--- src/design/frga_pkg.sv ---
// Package: glyph range tables and shared types for the font ROM glyph address block.
package frga_pkg;

  localparam int unsigned CpWidth     = 16;
  localparam int unsigned AddrWidth   = 17;
  localparam int unsigned SlotWidth   = 10;
  localparam int unsigned NarrowCount = 11;
  localparam int unsigned WideCount   = 12;

  typedef struct packed {
    logic [CpWidth-1:0]   lo;
    logic [CpWidth-1:0]   hi;
    logic [SlotWidth-1:0] slot;
    logic [AddrWidth-1:0] base;
  } glyph_range_t;

  typedef struct packed {
    logic                 hit;
    logic [AddrWidth-1:0] addr;
  } lookup_res_t;

  // 8x16 table, 16 bytes per glyph
  localparam glyph_range_t NARROW_TABLE [NarrowCount] = '{
    '{16'h0020, 16'h007F, 10'd0,   17'd25280},
    '{16'h00A0, 16'h017F, 10'd96,  17'd25280},
    '{16'h01A0, 16'h01CF, 10'd320, 17'd25280},
    '{16'h01F0, 16'h01FF, 10'd368, 17'd25280},
    '{16'h0210, 16'h021F, 10'd384, 17'd25280},
    '{16'h1EA0, 16'h1EFF, 10'd400, 17'd25280},
    '{16'h0370, 16'h03CF, 10'd0,   17'd33216},
    '{16'h0400, 16'h045F, 10'd0,   17'd34752},
    '{16'h0490, 16'h04FF, 10'd96,  17'd34752},
    '{16'h0590, 16'h05FF, 10'd0,   17'd38080},
    '{16'h0E00, 16'h0E5F, 10'd0,   17'd39872}
  };

  // variable-width 16-pixel table, 34 bytes per glyph
  localparam glyph_range_t WIDE_TABLE [WideCount] = '{
    '{16'h0600, 16'h06FF, 10'd0,   17'd80320},
    '{16'hFB50, 16'hFBFF, 10'd256, 17'd80320},
    '{16'hFE70, 16'hFEFF, 10'd432, 17'd80320},
    '{16'h0020, 16'h007F, 10'd0,   17'd99904},
    '{16'h00A0, 16'h017F, 10'd96,  17'd99904},
    '{16'h01A0, 16'h01CF, 10'd320, 17'd99904},
    '{16'h01F0, 16'h01FF, 10'd368, 17'd99904},
    '{16'h0210, 16'h021F, 10'd384, 17'd99904},
    '{16'h1EA0, 16'h1EFF, 10'd400, 17'd99904},
    '{16'h0370, 16'h03CF, 10'd0,   17'd116768},
    '{16'h0400, 16'h045F, 10'd0,   17'd120032},
    '{16'h0490, 16'h04FF, 10'd96,  17'd120032}
  };

endpackage

--- src/design/frga_lookup.sv ---
// Range match and glyph address computation for one code point.
module frga_lookup (
  input  logic [frga_pkg::CpWidth-1:0] code_point,
  input  logic                         narrow_only_mode,
  output frga_pkg::lookup_res_t        res
);

  logic                              narrow_sel;
  logic                              n_hit;
  logic                              w_hit;
  logic [frga_pkg::AddrWidth-1:0]    n_off;
  logic [frga_pkg::AddrWidth-1:0]    w_off;
  logic [frga_pkg::AddrWidth-1:0]    n_base;
  logic [frga_pkg::AddrWidth-1:0]    w_base;
  logic [frga_pkg::AddrWidth-1:0]    n_addr;
  logic [frga_pkg::AddrWidth-1:0]    w_addr;

  assign narrow_sel = (code_point[15:8] == 8'd0) || narrow_only_mode;

  always_comb begin
    n_hit  = 1'b0;
    n_off  = '0;
    n_base = '0;
    for (int k = 0; k < frga_pkg::NarrowCount; k++) begin
      if (!n_hit && code_point >= frga_pkg::NARROW_TABLE[k].lo &&
          code_point <= frga_pkg::NARROW_TABLE[k].hi) begin
        n_hit  = 1'b1;
        n_off  = {1'b0, code_point - frga_pkg::NARROW_TABLE[k].lo}
               + {7'd0, frga_pkg::NARROW_TABLE[k].slot};
        n_base = frga_pkg::NARROW_TABLE[k].base;
      end
    end
  end

  always_comb begin
    w_hit  = 1'b0;
    w_off  = '0;
    w_base = '0;
    for (int k = 0; k < frga_pkg::WideCount; k++) begin
      if (!w_hit && code_point >= frga_pkg::WIDE_TABLE[k].lo &&
          code_point <= frga_pkg::WIDE_TABLE[k].hi) begin
        w_hit  = 1'b1;
        w_off  = {1'b0, code_point - frga_pkg::WIDE_TABLE[k].lo}
               + {7'd0, frga_pkg::WIDE_TABLE[k].slot};
        w_base = frga_pkg::WIDE_TABLE[k].base;
      end
    end
  end

  // x16 and x34 as shifts and adds
  assign n_addr = (n_off << 4) + n_base;
  assign w_addr = (w_off << 5) + (w_off << 1) + w_base;

  always_comb begin
    if (narrow_sel) begin
      res.hit  = n_hit;
      res.addr = n_addr;
    end else begin
      res.hit  = w_hit;
      res.addr = w_addr;
    end
  end

endmodule

--- src/design/font_rom_glyph_address.sv ---
// Top level: font ROM glyph address generator with input and result registers.
// Each input beat carries one UCS-2 code point and gives one result beat with the glyph's
// byte address in the font ROM and a matched flag. An input register feeds one short range
// match and shift-add stage into the result register, so a beat is taken every cycle and its
// result beat is presented from the result register; the result register stalls the input
// side only while a result waits for out_tready. Unmatched characters repeat the previous
// address; the held address returns to 0 after a beat with in_tlast set.
module font_rom_glyph_address (
  input  logic        clk,
  input  logic        rst_n,
  input  logic        in_tvalid,
  output logic        in_tready,
  input  logic [15:0] in_tdata,   // [15:0] code_point
  input  logic        in_tlast,   // last_char
  output logic        out_tvalid,
  input  logic        out_tready,
  output logic [23:0] out_tdata,  // [16:0] glyph_address, [23:17] zero
  output logic [0:0]  out_tuser,  // [0] matched
  input  logic        cfg_valid,
  output logic        cfg_ready,
  input  logic [0:0]  cfg_data    // [0] narrow_only_mode
);

  logic                              in_valid_r;
  logic [frga_pkg::CpWidth-1:0]      cp_r;
  logic                              last_r;
  logic                              out_valid_r;
  logic [frga_pkg::AddrWidth-1:0]    out_addr_r;
  logic                              out_hit_r;
  logic [frga_pkg::AddrWidth-1:0]    held_r;
  logic [frga_pkg::AddrWidth-1:0]    held_nxt;
  logic                              mode_r;
  logic                              advance;
  frga_pkg::lookup_res_t             res;

  frga_lookup u_lookup (
    .code_point       (cp_r),
    .narrow_only_mode (mode_r),
    .res              (res)
  );

  assign advance   = in_valid_r && (!out_valid_r || out_tready);
  assign in_tready = !in_valid_r || advance;
  assign cfg_ready = 1'b1;

  always_comb begin
    held_nxt = res.hit ? res.addr : held_r;
    if (last_r) begin
      held_nxt = '0;
    end
  end

  always_ff @(posedge clk) begin
    if (!rst_n) begin
      in_valid_r  <= 1'b0;
      out_valid_r <= 1'b0;
      held_r      <= '0;
      mode_r      <= 1'b0;
    end else begin
      if (cfg_valid) begin
        mode_r <= cfg_data[0];
      end
      if (in_tready) begin
        in_valid_r <= in_tvalid;
      end
      if (advance) begin
        out_valid_r <= 1'b1;
        held_r      <= held_nxt;
      end else if (out_tready) begin
        out_valid_r <= 1'b0;
      end
    end
  end

  always_ff @(posedge clk) begin
    if (in_tready && in_tvalid) begin
      cp_r   <= in_tdata;
      last_r <= in_tlast;
    end
    if (advance) begin
      out_addr_r <= res.hit ? res.addr : held_r;
      out_hit_r  <= res.hit;
    end
  end

  assign out_tvalid = out_valid_r;
  assign out_tdata  = {7'd0, out_addr_r};
  assign out_tuser  = out_hit_r;

  a_last_clears: assert property (@(posedge clk) disable iff (!rst_n)
    advance && last_r |=> held_r == '0)
    else $error("held address not cleared after last beat");

  a_miss_repeats: assert property (@(posedge clk) disable iff (!rst_n)
    advance && !res.hit |=> out_addr_r == $past(held_r) && !out_hit_r)
    else $error("unmatched beat did not repeat held address");

  a_hit_holds: assert property (@(posedge clk) disable iff (!rst_n)
    advance && res.hit && !last_r |=> held_r == out_addr_r)
    else $error("held address differs from matched result");

  a_reset_clear: assert property (@(posedge clk)
    !rst_n |=> held_r == '0 && !out_valid_r && !in_valid_r)
    else $error("state not cleared by reset");

endmodule

--- config.mk ---
export PLATFORM = sky130hd
export DESIGN_NAME = font_rom_glyph_address
export DESIGN_NICKNAME = d
export VERILOG_FILES = /design/src/design/frga_pkg.sv /design/src/design/frga_lookup.sv /design/src/design/font_rom_glyph_address.sv
export SDC_FILE = /design/constraint.sdc
export NUM_CORES = 1
export LEC_CHECK = 0
export BUFFER_PORTS_ARGS = -buffer_cell sky130_fd_sc_hd__buf_4
export CAP_MARGIN = 20
export CORE_UTILIZATION = 58
export DETAILED_ROUTE_END_ITERATION = 8
export PLACE_DENSITY_LB_ADDON = 0.15
export SYNTH_ARGS = -nofsm -noshare
export SYNTH_HDL_FRONTEND = slang
export SYNTH_HIERARCHICAL = 1
export SYNTH_SLANG_ARGS = --single-unit
--- constraint.sdc ---
create_clock -name clk -period 7.7 [get_ports clk]
set_input_delay 0.385 -clock clk [delete_from_list [all_inputs] [get_ports clk]]
set_output_delay 0.385 -clock clk [all_outputs]
set_load 0.005 [all_outputs]
Yosys cells after proc, flatten, opt, wreduce, memory -nomap -nowiden. Index checks and enable logic that the tools add are counted.

$add $sub $neg: 25. Magnitude comparators: 28. Multiplexer cells: 74. Reductions and logical operators: 74.

Operator list (number): two-way mux 17 bit (24); two-way mux 16 bit (12); two-way mux 13 bit (11); adder 16 x 9 -> 16 bit, second input constant (6); >= comparator 16 x 11 -> 1 bit, second input constant (4); <= comparator 16 x 11 -> 1 bit, second input constant (4); adder 17 bit (3); <= comparator 16 x 9 -> 1 bit, second input constant (3); subtractor 16 x 11 -> 16 bit, second input constant (3); logical AND 1 bit (46); adder 16 x 7 -> 16 bit, second input constant (2); >= comparator 16 x 10 -> 1 bit, second input constant (2); >= comparator 16 bit, second input constant (2); >= comparator 16 x 9 -> 1 bit, second input constant (2); <= comparator 16 x 10 -> 1 bit, second input constant (2); <= comparator 16 bit, second input constant (2); subtractor 16 x 10 -> 16 bit, second input constant (2); subtractor 16 bit, second input constant (2); subtractor 16 x 9 -> 16 bit, second input constant (2); two-way mux 1 bit (25); zero test 1 bit (23); two-way mux 18 bit (1); >= comparator 16 x 12 -> 1 bit, second input constant (1); >= comparator 16 x 13 -> 1 bit, second input constant (1); 14 further kinds (16).

Flip-flop bits (word level): 55. Input bits: 23. Output and inout bits: 28. Logic and storage cells: 209.

Longest topological paths before layout. Gate-level depths: netlist (run 1).

Depth after elaboration: 52. Gate-level depth with buffers: 30. Depth with buffers taken out: 28.

Hierarchy. Netlist (run 1), hierarchy kept.

By module, submodules not included: frga_lookup (instances 1, cells each 753, area each 5029.8 um^2, sequential area each 0.0 um^2); font_rom_glyph_address (instances 1, cells each 118, area each 2072.0 um^2, sequential area each 1451.4 um^2).

Worst setup path before layout (run 1). OpenSTA, ideal clock, no wires.

Path kind: register to register. From: reg cp_r[7] (netlist name). To: reg held_r[16] (netlist name). Library setup time: 0.117 ns. Arrival: 6.746 ns. Required time: 7.583 ns. Path slack: 0.837 ns. Cell stages (with the launch flop): 26. Path buffers: 3. Period minus slack after synthesis: 6.863 ns. Cells stage by stage: edfxtp_1 clkinv_1 ha_1 and2_1 a2111oi_0 a2111oi_0 nor3_1 clkbuf_1 clkbuf_1 buf_1 nand2_1 fa_1 inv_1 fa_1 nor2b_1 o21ai_0 a21oi_1 nor4_1 o41ai_1 or4_4 and4_4 nand4_1 mux2i_1 a211oi_2 mux2_2 a32o_1.

RTL lines: start: declaration (RTL line font_rom_glyph_address.sv:25) `logic [frga_pkg::CpWidth-1:0] cp_r;`; start signal: assignment (RTL line font_rom_glyph_address.sv:77) `cp_r <= in_tdata;`; end signal: assignment (RTL line font_rom_glyph_address.sv:68) `held_r <= held_nxt;`; end: declaration (RTL line font_rom_glyph_address.sv:30) `logic [frga_pkg::AddrWidth-1:0] held_r;`.

==> reports/results.tsv, run 1 <==
stage	metric	value	unit
critical_path	crit_fanout	14	
yosys	ys_top_cells_by_area	edfxtp_1, ha_1, dfxtp_1	
yosys	yosysTopAreaCellShare	0.148	
final_layout	drive_above_1_share	0.178	
critical_path	path_buf_inv	5	
detailed_routing	drt-pass1-iter-count	7	
critical_path	cp-end-kind	flop	
yosys	synthCells	871	
die	start_util	0.594	
sta	min_period	7470	ps
yosys	synth_mux_area_frac	0.0423	
clock_network	clk_pin_slew	80	ps
detailed_routing	routed_wl	28.4	mm
yosys	synth_ff_type	edfxtp_1	
global_route	grt_overflow	0	
yosys	synth-seq-cells	55	
global_route	grt_pass1_vias	7555	
yosys	async_reset_ff_frac	0	
yosys	synth_adder_area_share	0.119	
yosys	yosysTopAreaCell	edfxtp_1	
critical_path	crit_required	7910	ps
worst_hold_path	hold_path.class	in -> reg	
clock_network	h-tree-depth	2	
clock_network	cts_sinks	55	
place	numPortBuffers	42	
sta	slew_violations	0	
clock_network	cts_tree	built	
critical_path	critPathMaxStageDelay	710	ps
global_route	grt_pass1_wl	43.4	mm
yosys	syn_area	7100	sq um
die	dieArea	12700	sq um
sta	slew_headroom	0.301	
sta	rsz0062_at_grt	no	
detailed_routing	drc	0	
yosys	yosysMostFrequentCell	nand2_1	
yosys	ys_types	95	
die	rows	40	
pwr	peakVddDrop	0.000168	V
sta	finalWorstSetupSlack	226	ps
yosys	synth_common_cells	nand2_1, a21oi_1, nor2_1	
sta	fin_crit_sh	0.971	
yosys	avgSynthCellArea	8.15	sq um
pwr	power_density	110	nW/um^2
critical_path	arrival	7680	ps
yosys	yosys_warnings	6	
place	pre_cts_ws	295	ps
die	die_h	113	um
final_layout	n_antenna_cell	0	
sta	max_freq	134	MHz
die	die_x	113	um
clock_network	worstSkewPairLatency	310	ps
clock_network	cts_root_buf	clkbuf_16	
pwr	power_leakage	3.23	nW
critical_path	critical_path.startpoint_type	flop	
place	gp_congestion	1.10	
yosys	synth-simple-area-share	0.206	
sta	fin_skew	8.17	ps
yosys	synth-xor-area-share	0.0592	
critical_path	crit_top_cell	buf_4	
final_layout	layout.nets	1009	
yosys	synth-edff-count	35	
sta	tightestPinTransition	1040	ps
yosys	ys_seq_area_frac	0.204	
detailed_routing	vias	7980	
sta	hold_violations	0	
global_route	antenna_found_initial	0	
final_layout	synthToLayoutAreaGrowth	11.6	%
run_status	run_status	complete, no violations	
yosys	synth-compound-area-share	0.299	
final_layout	fill_cells	991	
global_route	grtUsageTotal	0.454	
critical_path	critical_path.top_delay_family	simple AND/OR/NAND/NOR gates	
sta	final.setup.tns	0	ps
run	drv_cap	0	
clock_network	numCtsBuffers	5	
detailed_routing	drt-initial-drc-count	1409	
die	ios	51	
sta	finalSetupViolCount	0	
final_layout	multi_input_area	5220	sq um
yosys	synth_top_family_by_area	compound AO/OA/AOI/OAI gates	
global_route	grt_max_degree	36	
clock_network	cts_max_path_buffers	2	
place	hpwlAfterDp	21.7	mm
die	core	12000	sq um
detailed_routing	vias_per_cell	7.44	
detailed_routing	wire_per_inst	26.4	um
final_layout	seq_area	1450	sq um
critical_path	cp_slowest_cell	or4_4	
detailed_routing	drtAntennaViolNets	0	
clock_network	holdBufCountCts	0	
critical_path	crit_type	reg -> reg	
kinds of logic after synthesis:
group                    after synthesis
multiplexers                          24
AO/OA/AOI/OAI                        300
XOR/XNOR                              48
buffers and inverters                104
other                                  3
flip-flops                            55
AND/OR/NAND/NOR                      276
adder cells (fa/ha/maj)               61
cells in the final DEF (no fill, tap or decap), types with 11 or more instances in the layout:
cell,count
nor3_1,19
edfxtp_1,35
nand2_1,78
inv_1,42
o21ai_0,41
xnor2_1,35
dfxtp_1,20
a31oi_1,15
nand3_1,27
nor2b_1,13
o211ai_1,12
nor2_1,52
a21o_1,13
xor2_1,13
fa_1,11
a211oi_1,18
buf_4,98
a32o_1,18
a21oi_1,76
ha_1,50
o22ai_1,15
nand4_1,16
final cells by class:
cell class	instances	area share
inverter	46	0.0218
sequential	55	0.183
clock inverter	3	0.00363
clock buffer	5	0.0158
timing repair buffer	99	0.0942
multi-input combinational	718	0.658
tap	147	0.0232
state kept, by name (all words and copies together), names as in the netlist:
register	count
out_tuser	1
out_addr_r	17
cp_r	16
in_valid_r	1
out_tvalid	1
held_r	17
last_r	1
mode_r	1
power breakdown:
part / internal [W] / total [W] / switching, W
logic: 0.000111 / 0.000291 / 0.000180
registers: 0.000328 / 0.000340 / 0.0000121
clock network: 0.000126 / 0.000243 / 0.000118
worst paths after layout:
kind	startpoint	depth (start not counted)	slack, ps	end
max	cp_r[12]	29	230	held_r[16]
min	in_tdata[2]	1	250	cp_r[2]
max reg2reg	cp_r[12]	29	230	held_r[16]
min reg2reg	held_r[4]	1	460	held_r[4]
routing by layer:
metal  wire [um]  global-route usage
met5           0                   0
met4        2080               0.242
met3        3990               0.143
met2       11700               0.670
met1       10600               0.591
per-stage QoR:
stage	cells	total power, W	cell area, sq um	util	hold slack [ps]
after global placement	1064	0.000613	7750	0.648	442
after global routing	1073	0.000899	7930	0.663	249
final	1073	0.000874	7930	0.663	251
after CTS	1073	0.000863	7910	0.662	248
after floorplan	877	0.000528	7120	-	438
after detailed placement	1065	0.000621	7760	0.649	450
worst register-to-register path: cells and delay by family, from the launching register on:
kind | cells | cell delay [ps]
AOI/OAI and AO/OA | 10 | 2100
muxes | 2 | 490
buffers and inverters | 5 | 750
and+or+nand+nor | 9 | 2380
adders and majority gates | 3 | 1010
DFF | 1 | 640
what timing repair did:
item                                    4_1_cts  5_1_grt
gates resized for setup                       0        2
endpoints found under the setup margin        0        2
hold endpoints to repair                      0        0
buffers inserted                              0        0
Note: power is estimated with default switching activity, not from simulation.
==> inputs of run 2 (changes only) <==
--- a/config.mk
+++ b/config.mk
@@ -9,7 +9,7 @@
 export CAP_MARGIN = 20
 export CORE_UTILIZATION = 58
 export DETAILED_ROUTE_END_ITERATION = 8
-export PLACE_DENSITY_LB_ADDON = 0.15
+export PLACE_DENSITY = 0.76
 export SYNTH_ARGS = -nofsm -noshare
 export SYNTH_HDL_FRONTEND = slang
 export SYNTH_HIERARCHICAL = 1
==> constraint.sdc (replaced) <==
create_clock -name clk -period 7 [get_ports clk]
set_input_delay 0.35 -clock clk [delete_from_list [all_inputs] [get_ports clk]]
set_output_delay 0.35 -clock clk [all_outputs]
set_load 0.005 [all_outputs]
==> reports/results.tsv, run 2 (synthesis gave the netlist of run 1 again) <==
stage	metric	value	unit
sta	tightestPinTransition	921	ps
place	hpwlAfterDp	21.4	mm
clock_network	clk_pin_slew	80	ps
die	rows	40	
critical_path	path_buf_inv	6	
final_layout	design_area	8240	sq um
run	drv_cap	0	
sta	slew_headroom	0.381	
worst_hold_path	hp-start	in_tdata[6]	
critical_path	crit_cells	30	
clock_network	holdBufCountCts	0	
critical_path	arrival	7050	ps
sta	final.setup.tns	0	ps
detailed_routing	drt-pass1-iter-count	8	
clock_network	cts_tree	built	
final_layout	largestRegisters	held_r: 17 flops, out_addr_r: 17 flops, cp_r: 16 flops	
clock_network	h-tree-depth	2	
critical_path	critical_path.top_delay_family	compound AO/OA/AOI/OAI gates	
global_route	grtUsageTotal	0.438	
final_layout	synthToLayoutAreaGrowth	16.0	%
pwr	peakVddDrop	0.000156	V
sta	finalSetupViolCount	0	
die	die_h	113	um
sta	fin_crit_sh	0.980	
pwr	power_leakage	3.32	nW
global_route	grt_overflow	0	
sta	max_freq	146	MHz
final_layout	n_antenna_cell	0	
critical_path	critical_path.startpoint_type	flop	
clock_network	numCtsBuffers	5	
detailed_routing	drt-initial-drc-count	1255	
detailed_routing	routed_wl	28.1	mm
sta	min_period	6860	ps
critical_path	cp-end-kind	flop	
clock_network	worstSkewPairLatency	300	ps
die	start_util	0.594	
die	core	12000	sq um
run_status	run_status	complete, no violations	
final_layout	final_cells	1095	
global_route	grt_pass1_wl	42.3	mm
final_layout	drive_above_1_share	0.222	
critical_path	crit_type	reg -> reg	
clock_network	cts_max_path_buffers	2	
final_layout	final_common_cell	buf_4	
critical_path	crit_fanout	17	
detailed_routing	vias_per_cell	7.33	
die	ios	51	
final_layout	layout_common_cells	buf_4, nand2_1, a21oi_1, nor2_1, ha_1	
detailed_routing	vias	8030	
sta	fin_skew	7.58	ps
worst_hold_path	hold_path.class	in -> reg	
worst_hold_path	holdPathEnd	cp_r[6]	
die	dieArea	12700	sq um
critical_path	regToRegEndpoint	held_r[16]	
clock_network	cts_sinks	55	
critical_path	crit_required	7200	ps
place	gp_congestion	1.13	
place	numPortBuffers	42	
sta	slew_violations	0	
detailed_routing	drtAntennaViolNets	0	
detailed_routing	wire_per_inst	25.7	um
global_route	grt_pass1_vias	7562	
worst_hold_path	whs_path_depth	1	
critical_path	critPathMaxStageDelay	460	ps
place	placed_cell_area	7890	sq um
pwr	power_density	118	nW/um^2
critical_path	rrSetupSlack	140	ps
critical_path	cp_slowest_cell	o41ai_1	
die	die_x	113	um
critical_path	rr_startpoint	cp_r[5]	
critical_path	crit_top_cell	buf_4	
global_route	grt_max_degree	36	
place	dp_cells	1079	
global_route	antenna_found_initial	0	
clock_network	cts_root_buf	clkbuf_16	
detailed_routing	drc	0	
critical_path	reg2reg_depth	30	
sta	hold_violations	0	
final_layout	layout.nets	1031	
-- run 2: cell count changes in the layout (fill, tap and decap cells not counted), sizes merged --
| cell | delta |
|---|---|
| buf | +22 |
| clkinvlp | +2 |
| inv | -2 |
-- run 2: power breakdown --
part	total (W)	switching (W)	internal, W
logic	0.000342	0.000211	0.000131
registers	0.000371	0.00000992	0.000361
clock network	0.000260	0.000122	0.000138
-- run 2: per-stage QoR --
| step | util | worst slack, ps | hold slack (ps) | total power [W] |
|---|---|---|---|---|
| global route | 0.689 | -132 | 221 | 0.00100 |
| CTS | 0.673 | 11.7 | 225 | 0.000949 |
| floorplan | - | 137 | 438 | 0.000581 |
| finish | 0.689 | 143 | 229 | 0.000973 |
| detailed placement | 0.659 | -60.3 | 459 | 0.000690 |
| global placement | 0.657 | 138 | 442 | 0.000681 |
-- run 2: area by class of cell --
type	instances	area (sq um)
Clock inverter	3	33.8
Clock buffer	5	125
Sequential cell	55	1450
Inverter	46	183
Fill cell	949	3720
Tap cell	147	184
Timing Repair Buffer	121	932
Multi-Input combinational cell	718	5330
-- run 2: layer usage --
| layer | track usage | routed length [um] |
|---|---|---|
| met4 | 0.245 | 1950 |
| met1 | 0.568 | 10300 |
| met3 | 0.132 | 4170 |
| met5 | 0 | 0 |
| met2 | 0.647 | 11700 |
-- run 2: worst max path at each step --
stage                            end  startpoint  slack, ps
after detailed placement  held_r[16]     cp_r[6]        -60
final                     held_r[16]     cp_r[5]        140
after global routing      held_r[16]     cp_r[5]       -130
after floorplan           held_r[16]     cp_r[7]        140
after global placement    held_r[16]     cp_r[6]        140
after CTS                 held_r[16]     cp_r[6]         10
-- run 2: what timing repair did --
item / in CTS / in global routing
pin swaps: 0 / 2
endpoints found under the hold margin: 0 / 0
gates resized for setup: 1 / 33
endpoints found under the setup margin: 2 / 2
setup buffers: 0 / 8
